## src/aes_cmac_tag_unit_defines.svh

```systemverilog
// Assertion helpers used by the RTL in aes_cmac_core.
`ifndef AES_CMAC_TAG_UNIT_DEFINES_SVH
`define AES_CMAC_TAG_UNIT_DEFINES_SVH

`ifndef SYNTHESIS
`define CMAC_ASSERT(label, ante, cons, msg) \
  label: assert property (@(posedge clk_i) disable iff (!rst_ni) (ante) |-> (cons)) \
    else $error(msg);
`define CMAC_ASSERT_NXT(label, ante, cons, msg) \
  label: assert property (@(posedge clk_i) disable iff (!rst_ni) (ante) |=> (cons)) \
    else $error(msg);
`else
`define CMAC_ASSERT(label, ante, cons, msg)
`define CMAC_ASSERT_NXT(label, ante, cons, msg)
`endif

`endif

```

## src/aes_cmac_pkg.sv

```systemverilog
`timescale 1ns / 1ps
`default_nettype none
package aes_cmac_pkg;

  typedef enum logic [1:0] {
    KIND_MID       = 2'd0,
    KIND_LAST_FULL = 2'd1,
    KIND_LAST_PART = 2'd2
  } kind_e;

  typedef struct packed {
    logic [127:0] blk;
    kind_e        kind;
  } item_t;

  typedef struct packed {
    logic  valid;
    item_t item;
  } req_t;

  localparam logic [3:0] LAST_ROUND = 4'd10;

  localparam logic [7:0] SBOX [256] = '{
    8'h63,8'h7c,8'h77,8'h7b,8'hf2,8'h6b,8'h6f,8'hc5,8'h30,8'h01,8'h67,8'h2b,8'hfe,8'hd7,8'hab,8'h76,
    8'hca,8'h82,8'hc9,8'h7d,8'hfa,8'h59,8'h47,8'hf0,8'had,8'hd4,8'ha2,8'haf,8'h9c,8'ha4,8'h72,8'hc0,
    8'hb7,8'hfd,8'h93,8'h26,8'h36,8'h3f,8'hf7,8'hcc,8'h34,8'ha5,8'he5,8'hf1,8'h71,8'hd8,8'h31,8'h15,
    8'h04,8'hc7,8'h23,8'hc3,8'h18,8'h96,8'h05,8'h9a,8'h07,8'h12,8'h80,8'he2,8'heb,8'h27,8'hb2,8'h75,
    8'h09,8'h83,8'h2c,8'h1a,8'h1b,8'h6e,8'h5a,8'ha0,8'h52,8'h3b,8'hd6,8'hb3,8'h29,8'he3,8'h2f,8'h84,
    8'h53,8'hd1,8'h00,8'hed,8'h20,8'hfc,8'hb1,8'h5b,8'h6a,8'hcb,8'hbe,8'h39,8'h4a,8'h4c,8'h58,8'hcf,
    8'hd0,8'hef,8'haa,8'hfb,8'h43,8'h4d,8'h33,8'h85,8'h45,8'hf9,8'h02,8'h7f,8'h50,8'h3c,8'h9f,8'ha8,
    8'h51,8'ha3,8'h40,8'h8f,8'h92,8'h9d,8'h38,8'hf5,8'hbc,8'hb6,8'hda,8'h21,8'h10,8'hff,8'hf3,8'hd2,
    8'hcd,8'h0c,8'h13,8'hec,8'h5f,8'h97,8'h44,8'h17,8'hc4,8'ha7,8'h7e,8'h3d,8'h64,8'h5d,8'h19,8'h73,
    8'h60,8'h81,8'h4f,8'hdc,8'h22,8'h2a,8'h90,8'h88,8'h46,8'hee,8'hb8,8'h14,8'hde,8'h5e,8'h0b,8'hdb,
    8'he0,8'h32,8'h3a,8'h0a,8'h49,8'h06,8'h24,8'h5c,8'hc2,8'hd3,8'hac,8'h62,8'h91,8'h95,8'he4,8'h79,
    8'he7,8'hc8,8'h37,8'h6d,8'h8d,8'hd5,8'h4e,8'ha9,8'h6c,8'h56,8'hf4,8'hea,8'h65,8'h7a,8'hae,8'h08,
    8'hba,8'h78,8'h25,8'h2e,8'h1c,8'ha6,8'hb4,8'hc6,8'he8,8'hdd,8'h74,8'h1f,8'h4b,8'hbd,8'h8b,8'h8a,
    8'h70,8'h3e,8'hb5,8'h66,8'h48,8'h03,8'hf6,8'h0e,8'h61,8'h35,8'h57,8'hb9,8'h86,8'hc1,8'h1d,8'h9e,
    8'he1,8'hf8,8'h98,8'h11,8'h69,8'hd9,8'h8e,8'h94,8'h9b,8'h1e,8'h87,8'he9,8'hce,8'h55,8'h28,8'hdf,
    8'h8c,8'ha1,8'h89,8'h0d,8'hbf,8'he6,8'h42,8'h68,8'h41,8'h99,8'h2d,8'h0f,8'hb0,8'h54,8'hbb,8'h16
  };

  // byte i of a 128-bit block sits at [127-8i -: 8]
  function automatic logic [7:0] get_byte(input logic [127:0] v, input int i);
    get_byte = v[127 - 8 * i -: 8];
  endfunction

  function automatic logic [7:0] rcon(input logic [3:0] r);
    unique case (r)
      4'd1:    rcon = 8'h01;
      4'd2:    rcon = 8'h02;
      4'd3:    rcon = 8'h04;
      4'd4:    rcon = 8'h08;
      4'd5:    rcon = 8'h10;
      4'd6:    rcon = 8'h20;
      4'd7:    rcon = 8'h40;
      4'd8:    rcon = 8'h80;
      4'd9:    rcon = 8'h1b;
      4'd10:   rcon = 8'h36;
      default: rcon = 8'h00;
    endcase
  endfunction

  function automatic logic [7:0] xtime(input logic [7:0] b);
    xtime = {b[6:0], 1'b0} ^ (b[7] ? 8'h1b : 8'h00);
  endfunction

  function automatic logic [127:0] sub_shift(input logic [127:0] s);
    logic [127:0] t;
    t = '0;
    for (int c = 0; c < 4; c++) begin
      for (int i = 0; i < 4; i++) begin
        t[127 - 8 * (i + 4 * c) -: 8] = SBOX[get_byte(s, i + 4 * ((c + i) % 4))];
      end
    end
    sub_shift = t;
  endfunction

  function automatic logic [127:0] mix_columns(input logic [127:0] t);
    logic [127:0] m;
    logic [7:0]   a0, a1, a2, a3, all;
    m = '0;
    for (int c = 0; c < 4; c++) begin
      a0  = get_byte(t, 4 * c);
      a1  = get_byte(t, 4 * c + 1);
      a2  = get_byte(t, 4 * c + 2);
      a3  = get_byte(t, 4 * c + 3);
      all = a0 ^ a1 ^ a2 ^ a3;
      m[127 - 32 * c -: 8]  = a0 ^ all ^ xtime(a0 ^ a1);
      m[119 - 32 * c -: 8]  = a1 ^ all ^ xtime(a1 ^ a2);
      m[111 - 32 * c -: 8]  = a2 ^ all ^ xtime(a2 ^ a3);
      m[103 - 32 * c -: 8]  = a3 ^ all ^ xtime(a3 ^ a0);
    end
    mix_columns = m;
  endfunction

  function automatic logic [127:0] key_step(input logic [127:0] rk, input logic [7:0] rc);
    logic [31:0] w0, w1, w2, w3, sr;
    w0 = rk[127:96];
    w1 = rk[95:64];
    w2 = rk[63:32];
    w3 = rk[31:0];
    sr = {SBOX[w3[23:16]] ^ rc, SBOX[w3[15:8]], SBOX[w3[7:0]], SBOX[w3[31:24]]};
    w0 = w0 ^ sr;
    w1 = w1 ^ w0;
    w2 = w2 ^ w1;
    w3 = w3 ^ w2;
    key_step = {w0, w1, w2, w3};
  endfunction

  function automatic logic [127:0] gf_double(input logic [127:0] v);
    gf_double = {v[126:0], 1'b0} ^ (v[127] ? 128'h87 : 128'h0);
  endfunction

endpackage
`default_nettype wire

```

## src/aes_cmac_front.sv

```systemverilog
`timescale 1ns / 1ps
`default_nettype none
module aes_cmac_front #(
  parameter int unsigned QueueDepth = 4
) (
  input  wire logic                 clk_i,
  input  wire logic                 rst_ni,
  input  wire logic                 in_valid_i,
  output      logic                 in_ready_o,
  input  wire logic [127:0]         blk_i,
  input  wire logic [4:0]           valid_bytes_i,
  input  wire logic                 final_i,
  output      aes_cmac_pkg::req_t   req_o,
  input  wire logic                 pop_i
);

  localparam int unsigned PtrW = (QueueDepth > 1) ? $clog2(QueueDepth) : 1;
  localparam int unsigned CntW = $clog2(QueueDepth + 1);
  localparam logic [PtrW-1:0] LastPtr = PtrW'(QueueDepth - 1);
  localparam logic [CntW-1:0] Full    = CntW'(QueueDepth);

  aes_cmac_pkg::item_t queue_q [QueueDepth];
  aes_cmac_pkg::item_t item;
  logic [PtrW-1:0]     wr_ptr_q, wr_ptr_d, rd_ptr_q, rd_ptr_d;
  logic [CntW-1:0]     count_q, count_d;
  logic                push, pop;

  // classify: pad a short final block here so the back end only picks a subkey
  always_comb begin
    item.blk = blk_i;
    if (!final_i) begin
      item.kind = aes_cmac_pkg::KIND_MID;
    end else if (valid_bytes_i >= 5'd16) begin
      item.kind = aes_cmac_pkg::KIND_LAST_FULL;
    end else begin
      item.kind = aes_cmac_pkg::KIND_LAST_PART;
      for (int i = 0; i < 16; i++) begin
        if (5'(i) < valid_bytes_i) begin
          item.blk[127 - 8 * i -: 8] = blk_i[127 - 8 * i -: 8];
        end else if (5'(i) == valid_bytes_i) begin
          item.blk[127 - 8 * i -: 8] = 8'h80;
        end else begin
          item.blk[127 - 8 * i -: 8] = 8'h00;
        end
      end
    end
  end

  assign in_ready_o = (count_q != Full);
  assign push       = in_valid_i && in_ready_o;
  assign pop        = pop_i && (count_q != '0);

  always_comb begin
    wr_ptr_d = wr_ptr_q;
    rd_ptr_d = rd_ptr_q;
    count_d  = count_q;
    if (push) begin
      wr_ptr_d = (wr_ptr_q == LastPtr) ? '0 : wr_ptr_q + 1'b1;
    end
    if (pop) begin
      rd_ptr_d = (rd_ptr_q == LastPtr) ? '0 : rd_ptr_q + 1'b1;
    end
    if (push && !pop) begin
      count_d = count_q + 1'b1;
    end else if (!push && pop) begin
      count_d = count_q - 1'b1;
    end
  end

  always_ff @(posedge clk_i or negedge rst_ni) begin
    if (!rst_ni) begin
      wr_ptr_q <= '0;
      rd_ptr_q <= '0;
      count_q  <= '0;
    end else begin
      wr_ptr_q <= wr_ptr_d;
      rd_ptr_q <= rd_ptr_d;
      count_q  <= count_d;
    end
  end

  always_ff @(posedge clk_i) begin
    if (push) begin
      queue_q[wr_ptr_q] <= item;
    end
  end

  assign req_o.valid = (count_q != '0);
  assign req_o.item  = queue_q[rd_ptr_q];

endmodule
`default_nettype wire

```

## config.mk

```make
export PLATFORM = sky130hd
export DESIGN_NAME = aes_cmac_front
export DESIGN_NICKNAME = d
export VERILOG_FILES = /design/src/aes_cmac_tag_unit_defines.svh /design/src/aes_cmac_pkg.sv /design/src/aes_cmac_front.sv
export SDC_FILE = /design/constraint.sdc
export NUM_CORES = 1
export LEC_CHECK = 0
export ABC_AREA = 1
export BUFFER_PORTS_ARGS = -buffer_cell sky130_fd_sc_hd__buf_4
export CAP_MARGIN = 15
export CELL_PAD_IN_SITES_DETAIL_PLACEMENT = 1
export CELL_PAD_IN_SITES_GLOBAL_PLACEMENT = 1
export CORE_AREA = 8 8 384 236
export DETAILED_ROUTE_END_ITERATION = 10
export DIE_AREA = 0 0 392 244
export PLACE_DENSITY_LB_ADDON = 0.2
export RECOVER_POWER = 100
export SYNTH_ARGS = -nofsm -noshare
export SYNTH_HDL_FRONTEND = slang
export SYNTH_SLANG_ARGS = --single-unit
```

## constraint.sdc

```tcl
create_clock -name clk_i -period 8.2 [get_ports clk_i]
set_input_delay 1.23 -clock clk_i [delete_from_list [all_inputs] [get_ports clk_i]]
set_output_delay 1.23 -clock clk_i [all_outputs]
set_load 0.005 [all_outputs]
```

After elaboration in Yosys (flattened, before gate mapping)
Memory sizes are Yosys's and may differ from the RTL's.
Index checks and enable logic that the tools add are counted.
{"block": "totals", "regBits": 7, "latch_bits": 0, "ram_bits": 520, "romBits": 0, "input_bits": 138, "elab_cells": 94, "mem_count": 1}
{"block": "op_classes", "n_addsub": 4, "mul": 0, "n_div": 0, "magnitude_cmp": 17, "n_eq_ne": 18, "n_shift": 0, "mux": 42, "n_bitwise": 0, "n_reduce_logical": 9}
{"memory": "queue_q", "depth": 4, "word_bits": 130, "read_ports": 1, "rd_ports_with_merged_regs": 0, "write_ports": 1, "line_no": "aes_cmac_front.sv:22", "source": "aes_cmac_pkg::item_t queue_q [QueueDepth];"}
{"op": "$mux 128", "n": 2}
{"op": "$mux 8", "n": 32}
{"op": "$eq 4x5->1 const A", "n": 8}
{"op": "$lt 4x5->1 const A", "n": 8}
{"op": "$eq 3x5->1 const A", "n": 4}
{"op": "$lt 3x5->1 const A", "n": 4}
{"op": "$eq 2x5->1 const A", "n": 2}
{"op": "$lt 1x5->1 const A", "n": 2}
{"op": "$lt 2x5->1 const A", "n": 2}
{"op": "$mux 2", "n": 4}
{"op": "$mux 3", "n": 2}
{"op": "$eq 1x5->1 const A", "n": 1}
{"op": "$ge 5x5->1 const B", "n": 1}
{"op": "$logic_not 5->1", "n": 1}
{"op": "$add 2x1->2 const B", "n": 2}
{"op": "$eq 2x2->1 const B", "n": 2}
{"op": "$logic_and 1x1->1", "n": 4}
{"op": "$add 3x1->3 const B", "n": 1}
{"op": "$ne 3x3->1 const B", "n": 1}
{"op": "$reduce_bool 3->1", "n": 1}
{"op": "$sub 3x1->3 const B", "n": 1}
{"op": "$logic_not 1->1", "n": 2}
{"op": "$mux 1", "n": 2}
{"op": "$reduce_bool 2->1", "n": 1}

Logic depth before layout (Yosys ltp)
Gate-level depths: netlist of the first run.
{"block": "logic_depth", "depth_word": 6, "mapped_depth": 11, "mapped_depth_nobuf": 11}

Worst setup path before layout of the first run
OpenSTA, ideal clock, no wires.
{"block": "synth_path", "kind": "input-to-reg", "startpoint": "in in_valid_i", "endpoint": "mem queue_q[0][0] (netlist name), enable pin", "setup_ns": 0.621, "arrival_ns": 6.769, "required_time_ns": 7.579, "slack_ns": 0.809, "stages": 2, "n_path_buf": 0, "path_cell_list": "nand2_1 nor2_1"}
{"block": "synth_via", "elab_chain_len": 3}
{"item": "start, declared", "line_no": "aes_cmac_front.sv:8", "source": "input wire logic in_valid_i,"}
{"item": "$logic_and 1x1->1", "line_no": "aes_cmac_front.sv:50", "source": "assign push = in_valid_i && in_ready_o;"}
{"item": "$mux 1", "line_no": "aes_cmac_front.sv:83", "source": "if (push) begin"}
{"item": "$mux 1 (implied by the code)", "line_no": "aes_cmac_front.sv:84", "source": "queue_q[wr_ptr_q] <= item;"}
{"item": "end, declared", "line_no": "aes_cmac_front.sv:22"}
Every way passes these cells.

Final worst setup path of the first run
{"block": "layout_path", "startpoint": "in in_valid_i", "endpoint": "mem queue_q[1][105] (netlist name), enable pin"}
The elaborated chain is that of the path after synthesis.

==> reports/qor.csv, run 1 <==
metric;value;unit
normalized max-slew margin;-167;%
final net count;2023;
number of buffers on the longest clock path;3;
clk_lat worst skew;0.60;ns
total standard cell area after synthesis;21000;sq um
predominant post-synthesis flop cell;sky130_fd_sc_hd__edfxtp_1;
number of distinct standard cells referenced by the synthesized netlist;31;
Min-Delay Path Class;primary input to asynchronous set/reset pin;
Slowest cell on crit path;sky130_fd_sc_hd__clkbuf_2;
buffers inserted during post-CTS setup optimization;0;
Reg2Reg Setup Slack;2.15;ns
Synth area leader;sky130_fd_sc_hd__edfxtp_1;
run status;complete, but fails checks;
combinational share of power;33.1;%
final-report max-slew violation count;518;
initial core utilization;24.8;%
number of hold violations in the final report;0;
final critical-path setup slack;2.02;ns
syn_area_per_cell;12.9;sq um
post-synthesis cell count;1628;
Cell Count Post-Placement;2969;
placeable core area;84700;sq um
Seq cells post-synth;527;
post-synthesis net count;1773;
count of non-filler cells in the finished layout;3069;
Tot GR Track Use;13.1;%
row count;83;
Buf+Inv Stages, Crit Path;2;
total clock buffers created by CTS;54;
wire length of the first global-routing pass;95.7;mm
Area growth syn-to-layout;21.5;%
number of warnings issued by yosys;0;
grt ovf;0;
maximum single-stage delay on the critical path;2.81;ns
relative contribution of sequential cells to total power;40.2;%
Resized Gates After CTS;0;
setup TNS after final layout;0;ns
R2R cell count;5;
Sink Count;527;
startpoint type of the worst setup path;primary input;
initial antenna violation count;8;
core utilization of the finished layout;30.1;%
drt drc;0;
Total Routed Length;64.7;mm
RSZ-0062 raised after global routing;false;
number of top-level design ports;270;
die area;95600;sq um
average routed wire per standard cell;21.1;um
share of the synthesized area in the top cell type;74.4;%
switching pwr;0.00322;W
vias per std cell;4.37;
setup slack after placement;3.95;ns
hold bufs inserted after CTS;0;
clk root buf;sky130_fd_sc_hd__clkbuf_16;
FFs w/ async S/R, synth;1.33;%
data arrival time of the critical path;6.29;ns
CP Class;primary input to flop;
CTS tree;yes;
EDFF count, synth;520;
global placer's final weighted congestion;0.710;
fin crit period;6.18;ns
peak fanout along the critical path;111;
Cell Int Power;0.00598;W
violations in the final reports;max-capacitance violations, max-slew violations;
leakage power summed over all cells;9.09;nW
number of detailed-route iterations in the first pass;4;
Worst path top cell family by delay;buffers and inverters;
Antenna Nets Post-Route;0;
Die Height;244;um
DP HPWL;38.9;mm
pin count of the biggest net entering global routing;146;
share of cells above drive strength 1;16.7;%
final setup violating endpoints;0;
type of destination of the critical path;flop;
Worst-path clk slew;0.07;ns
count of buffers from port buffering;269;
r2r startpoint;count_q[0];
IR drop worst, VDD;200;uV
total power divided by cell area;361;nW/um^2
width of the die;392;um
clock skew;0.0212;ns
portion of the clock cycle consumed by the worst path in the final layout;75.3;%
DRT iter0 DRCs;717;
vias after detailed routing;13420;
number of levels the H-tree was split into;2;
sequential share of the synthesized area;75.2;%
dominant cells by area after synthesis;sky130_fd_sc_hd__edfxtp_1, sky130_fd_sc_hd__nor2_1, sky130_fd_sc_hd__o21ai_0;
net switching share of the total power;35.0;%
number of violations of the max-capacitance limit;10;
vias in the first global route;14261;
CP Data Required Time;8.31;ns
cell-by-cell trace of the critical path;clkbuf_4 > nand2_1 > nor2_1 > clkbuf_2;
slew at the pin with the worst max-slew slack;4.00;ns
proportion of power drawn by the clock network;26.7;%
FMAX;0.162;GHz
FF-to-FF End;queue_q[1][105];
## final cells by class
cell class | instances | area, sq um
diodes | 3 | 7.51
flip-flops and latches | 527 | 15800
fillers | 9266 | 59200
clock buffers | 59 | 1390
multi-input cells | 866 | 4040
repair buffers | 284 | 1950
clock inverters | 38 | 343
inverters | 145 | 554
well taps | 1147 | 1440
## worst max path at each step
| stage | from | cells past startpoint | end |
|---|---|---|---|
| floorplan | in_valid_i | 2 | queue_q[0][0] |
| global placement | rd_ptr_q[0] | 5 | req_o[69] |
| detailed placement | rd_ptr_q[0] | 5 | req_o[69] |
| CTS | rd_ptr_q[0] | 5 | req_o[69] |
| global route | in_valid_i | 4 | queue_q[1][105] |
| finish | in_valid_i | 4 | queue_q[1][105] |
## sequential cells by signal, indices dropped and copies added, names as in the netlist
| signal | flops |
|---|---|
| queue_q | 520 |
| rd_ptr_q | 2 |
| count_q | 3 |
| wr_ptr_q | 2 |
## kinds of logic (layout without fill, tap and decap cells)
group | after synthesis | after routing | synth area share, %
adder cells (fa/ha/maj) | 7 | 7 | 0.453
flip-flops | 527 | 527 | 75.2
AND/OR/NAND/NOR | 450 | 450 | 8.79
XOR/XNOR | 2 | 2 | 0.0835
other | 0 | 3 | 0
buffers and inverters | 235 | 526 | 4.94
AO/OA/AOI/OAI | 407 | 407 | 10.5
## layout by cell type (no fill, tap or decap), types with 11 or more instances in the layout
cell type,n
sky130_fd_sc_hd__edfxtp_1,520
sky130_fd_sc_hd__nor2_1,384
sky130_fd_sc_hd__o21ai_0,257
sky130_fd_sc_hd__buf_4,144
sky130_fd_sc_hd__inv_1,142
sky130_fd_sc_hd__o22ai_1,130
sky130_fd_sc_hd__clkbuf_4,81
sky130_fd_sc_hd__clkbuf_1,56
sky130_fd_sc_hd__clkbuf_16,55
sky130_fd_sc_hd__nand2_1,52
sky130_fd_sc_hd__clkinv_2,17
sky130_fd_sc_hd__o21ai_1,14
sky130_fd_sc_hd__nand3_1,12
sky130_fd_sc_hd__clkinv_1,11
## through the flow
stage	hold WS (ns)	power [W]	area [sq um]
4_1_cts	0.400	0.00964	25900
6_report	0.554	0.00920	25500
3_5_place_dp	0.550	0.00713	24200
5_1_grt	0.550	0.00980	25500
3_3_place_gp	0.536	0.00708	24200
2_1_floorplan	0.502	0.00545	21000
## synthesized netlist by cell type, types with 2 or more instances
cell / instances
sky130_fd_sc_hd__buf_4: 20
sky130_fd_sc_hd__edfxtp_1: 520
sky130_fd_sc_hd__inv_2: 2
sky130_fd_sc_hd__clkbuf_1: 34
sky130_fd_sc_hd__nand2_1: 46
sky130_fd_sc_hd__buf_6: 5
sky130_fd_sc_hd__nand2_2: 3
sky130_fd_sc_hd__o21ai_0: 255
sky130_fd_sc_hd__nand3_2: 2
sky130_fd_sc_hd__o22ai_1: 130
sky130_fd_sc_hd__nor2_1: 376
sky130_fd_sc_hd__ha_1: 6
sky130_fd_sc_hd__nand2_4: 3
sky130_fd_sc_hd__a21oi_1: 5
sky130_fd_sc_hd__o21ai_2: 2
sky130_fd_sc_hd__nor2_2: 2
sky130_fd_sc_hd__nand3_4: 3
sky130_fd_sc_hd__buf_2: 27
sky130_fd_sc_hd__inv_1: 142
sky130_fd_sc_hd__nor2_4: 5
sky130_fd_sc_hd__o21ai_1: 14
sky130_fd_sc_hd__nand3_1: 8
sky130_fd_sc_hd__dfrtp_1: 7
sky130_fd_sc_hd__clkbuf_2: 4
## per-layer routing
metal	wire [um]	up-vias	GRT usage [%]	share of wire, %
met2	30000	244	21.5	46
met3	3350	79	3.09	5.2
li1	-	6306	-	-
met5	50	-	0	0.077
met4	1130	8	2.60	1.7
met1	30200	6783	17.8	47
## power by group through the flow
stage          Combinational, W  Sequential, W  Clock [W]
2_1_floorplan           0.00165        0.00379          0
3_3_place_gp            0.00337        0.00371          0
3_5_place_dp            0.00341        0.00373          0
4_1_cts                 0.00342        0.00367    0.00256
5_1_grt                 0.00341        0.00374    0.00264
6_report                0.00304        0.00370    0.00246
Note: power is estimated with default switching activity, not from simulation.
==> inputs of run 2 (changes only) <==
clock period = 6.1 ns   (was 8.2 ns; I/O delays follow)
==> reports/qor.csv, run 2 (synthesized netlist as in run 1, its figures left out) <==
metric;value;unit;change
run status;complete, but fails checks;;unchanged
violations in the final reports;max-capacitance violations, max-slew violations;;unchanged
Setup crit start;count_q[0];;was in_valid_i
net switching share of the total power;34.3;%;was 35.0%
row count;83;;unchanged
switching pwr;0.00429;W;was 0.00322 W
final net count;2022;;was 2,023
count of non-filler cells in the finished layout;3066;;was 3,069
RSZ-0062 raised after global routing;false;;unchanged
Worst path top cell family by delay;simple AND/OR/NAND/NOR gates;;was buffers and inverters
average routed wire per standard cell;20.8;um;was 21.1 um
slew at the pin with the worst max-slew slack;3.45;ns;was 4.00 ns
drt drc;0;;unchanged
register with the highest flop count;queue_q;;unchanged
die area;95600;sq um;unchanged
number of top-level design ports;270;;unchanged
clock skew;0.0143;ns;was 0.0212 ns
Area growth syn-to-layout;22.4;%;was 21.5%
r2r startpoint;count_q[0];;unchanged
number of detailed-route iterations in the first pass;4;;unchanged
FMAX;0.217;GHz;
relative contribution of sequential cells to total power;40.3;%;was 40.2%
total power divided by cell area;487;nW/um^2;was 361 nW/um^2
Storage cell area;15800;sq um;about the same
number of violations of the max-capacitance limit;8;;was 10
CP Class;flop to flop;;was primary input to flop
IR drop worst, VDD;256;uV;was 200 uV
WHS;0.278;ns;was 0.554 ns
grt ovf;0;;unchanged
Slowest cell on crit path;sky130_fd_sc_hd__clkbuf_2;;unchanged
initial core utilization;24.8;%;unchanged
CTS tree;yes;;unchanged
DRT iter0 DRCs;569;;was 717
Tot GR Track Use;12.9;%;was 13.1%
core utilization of the finished layout;30.3;%;was 30.1%
commonest cells after routing, fill and taps aside;sky130_fd_sc_hd__edfxtp_1, sky130_fd_sc_hd__nor2_1, sky130_fd_sc_hd__o21ai_0, sky130_fd_sc_hd__buf_4, sky130_fd_sc_hd__inv_1;;unchanged
normalized max-slew margin;-130;%;was -167%
portion of the clock cycle consumed by the worst path in the final layout;75.5;%;
peak fanout along the critical path;61;;was 111
FF-to-FF End;queue_q[0][105];;was queue_q[1][105]
leakage power summed over all cells;9.19;nW;was 9.09 nW
initial antenna violation count;4;;was 8
clk root buf;sky130_fd_sc_hd__clkbuf_16;;unchanged
placeable core area;84700;sq um;unchanged
Largest register FFs;520;;unchanged
Cell Int Power;0.00823;W;was 0.00598 W
# fillers;9264;;was 9,266
Cell Count Post-Placement;2969;;unchanged
maximum single-stage delay on the critical path;1.68;ns;was 2.81 ns
Resized Gates After CTS;0;;unchanged
count of buffers from port buffering;269;;unchanged
Sink Count;527;;unchanged
depth of the critical timing path with buffers and inverters included;5;;was 4
proportion of power drawn by the clock network;27.5;%;was 26.7%
Buf+Inv Stages, Crit Path;2;;unchanged
Placed Area;24200;sq um;about the same
fin crit period;4.61;ns;
Worst-path clk slew;0.06;ns;was 0.07 ns
number of buffers on the longest clock path;3;;unchanged
pin count of the biggest net entering global routing;134;;was 146
CP Data Required Time;6.27;ns;was 8.31 ns
Die Height;244;um;unchanged
buffers inserted during post-CTS setup optimization;0;;unchanged
Min-Delay Path Class;primary input to asynchronous set/reset pin;;unchanged
width of the die;392;um;unchanged
vias per std cell;4.35;;was 4.37
DP HPWL;38.0;mm;was 38.9 mm
wire length of the first global-routing pass;94.4;mm;was 95.7 mm
startpoint type of the worst setup path;flop;;was primary input
data arrival time of the critical path;4.77;ns;was 6.29 ns
vias in the first global route;14080;;was 14.3k
number of hold violations in the final report;0;;unchanged
Regs by FF count;queue_q: 520 flops, count_q: 3 flops;;unchanged
Final Cell Area;25700;sq um;was 25,500 sq um
Reg2Reg Setup Slack;1.49;ns;was 2.15 ns
combinational share of power;32.1;%;was 33.1%
Antenna Nets Post-Route;0;;unchanged
setup TNS after final layout;0;ns;unchanged
type of destination of the critical path;flop;;unchanged
cell-by-cell trace of the critical path;inv_1 > nand3_1 > nand2_1 > nor2_1 > clkbuf_2;;was clkbuf_4 > nand2_1 > nor2_1 > clkbuf_2
final setup violating endpoints;0;;unchanged
total clock buffers created by CTS;53;;was 54
global placer's final weighted congestion;0.710;;about the same
Total Routed Length;63.7;mm;was 64.7 mm
vias after detailed routing;13344;;was 13.4k
share of cells above drive strength 1;17.4;%;was 16.7%
area taken by multi-input logic gates;4070;sq um;was 4040 sq um
R2R cell count;5;;unchanged
most common cell after layout, fill and taps aside;sky130_fd_sc_hd__edfxtp_1;;unchanged
final-report max-slew violation count;371;;was 518
CP endpoint;queue_q[0][105];;was queue_q[1][105]
clk_lat worst skew;0.59;ns;was 0.60 ns
number of levels the H-tree was split into;2;;unchanged
hold bufs inserted after CTS;0;;unchanged
==> run 2: cell types whose count changed in the layout (fill, tap and decap cells not counted), moves of 3 or more <==
cell,delta
sky130_fd_sc_hd__clkbuf_1,-9
sky130_fd_sc_hd__nor2_1,-3
sky130_fd_sc_hd__bufinv_16,+5
sky130_fd_sc_hd__clkbuf_4,+5
sky130_fd_sc_hd__buf_12,+3
==> run 2: through the flow <==
stage / total power [W] / worst slack, ns
3_5_place_dp: 0.00954 / 2.51
6_report: 0.0125 / 1.49
2_1_floorplan: 0.00732 / -0.976
3_3_place_gp: 0.00944 / 2.61
4_1_cts: 0.0131 / 1.84
5_1_grt: 0.0133 / 1.05
==> run 2: how the worst min path moves through the flow <==
| stage | start | endpoint | slack, ns | cells after the start |
|---|---|---|---|---|
| finish | rst_ni | count_q[0] | 0.28 | 1 |
| global route | rst_ni | count_q[0] | 0.25 | 1 |
| CTS | rst_ni | count_q[0] | 0.08 | 1 |
| detailed placement | count_q[0] | count_q[0] | 0.53 | 1 |
| global placement | count_q[0] | count_q[0] | 0.54 | 1 |
| floorplan | count_q[0] | count_q[0] | 0.50 | 1 |
==> run 2: layout make-up <==
class / instances / area share, %
clock inverters: 39 / 1.84
diodes: 1 / 0.00974
well taps: 1147 / 5.59
inverters: 145 / 2.16
flip-flops and latches: 527 / 61.5
clock buffers: 57 / 5.22
repair buffers: 284 / 7.87
multi-input cells: 866 / 15.8
==> run 2: power by group through the flow <==
stage	Clock (W)	Sequential (W)	Combinational (W)
6_report	0.00345	0.00505	0.00402
5_1_grt	0.00370	0.00511	0.00450
4_1_cts	0.00359	0.00502	0.00445
3_5_place_dp	0	0.00510	0.00444
3_3_place_gp	0	0.00508	0.00436
2_1_floorplan	0	0.00510	0.00222
==> run 2: worst register-to-register path: stages, from the launching register on <==
cell and delay [ns]:
sky130_fd_sc_hd__dfrtp_1 0.41, sky130_fd_sc_hd__inv_1 0.08, sky130_fd_sc_hd__nand3_1 0.12, sky130_fd_sc_hd__nand2_1 0.23
sky130_fd_sc_hd__nor2_1 1.49, sky130_fd_sc_hd__clkbuf_2 1.68
==> run 2: metal layers <==
layer / wire, um / track usage (%) / part of all wire, % / vias to the layer above
met3: 3160 / 2.80 / 5.0 / 70
met1: 30700 / 18.2 / 48 / 6725
li1: - / - / - / 6310
met2: 28900 / 20.6 / 45 / 233
met4: 870 / 2.23 / 1.4 / 6
met5: 34 / 0 / 0.053 / -
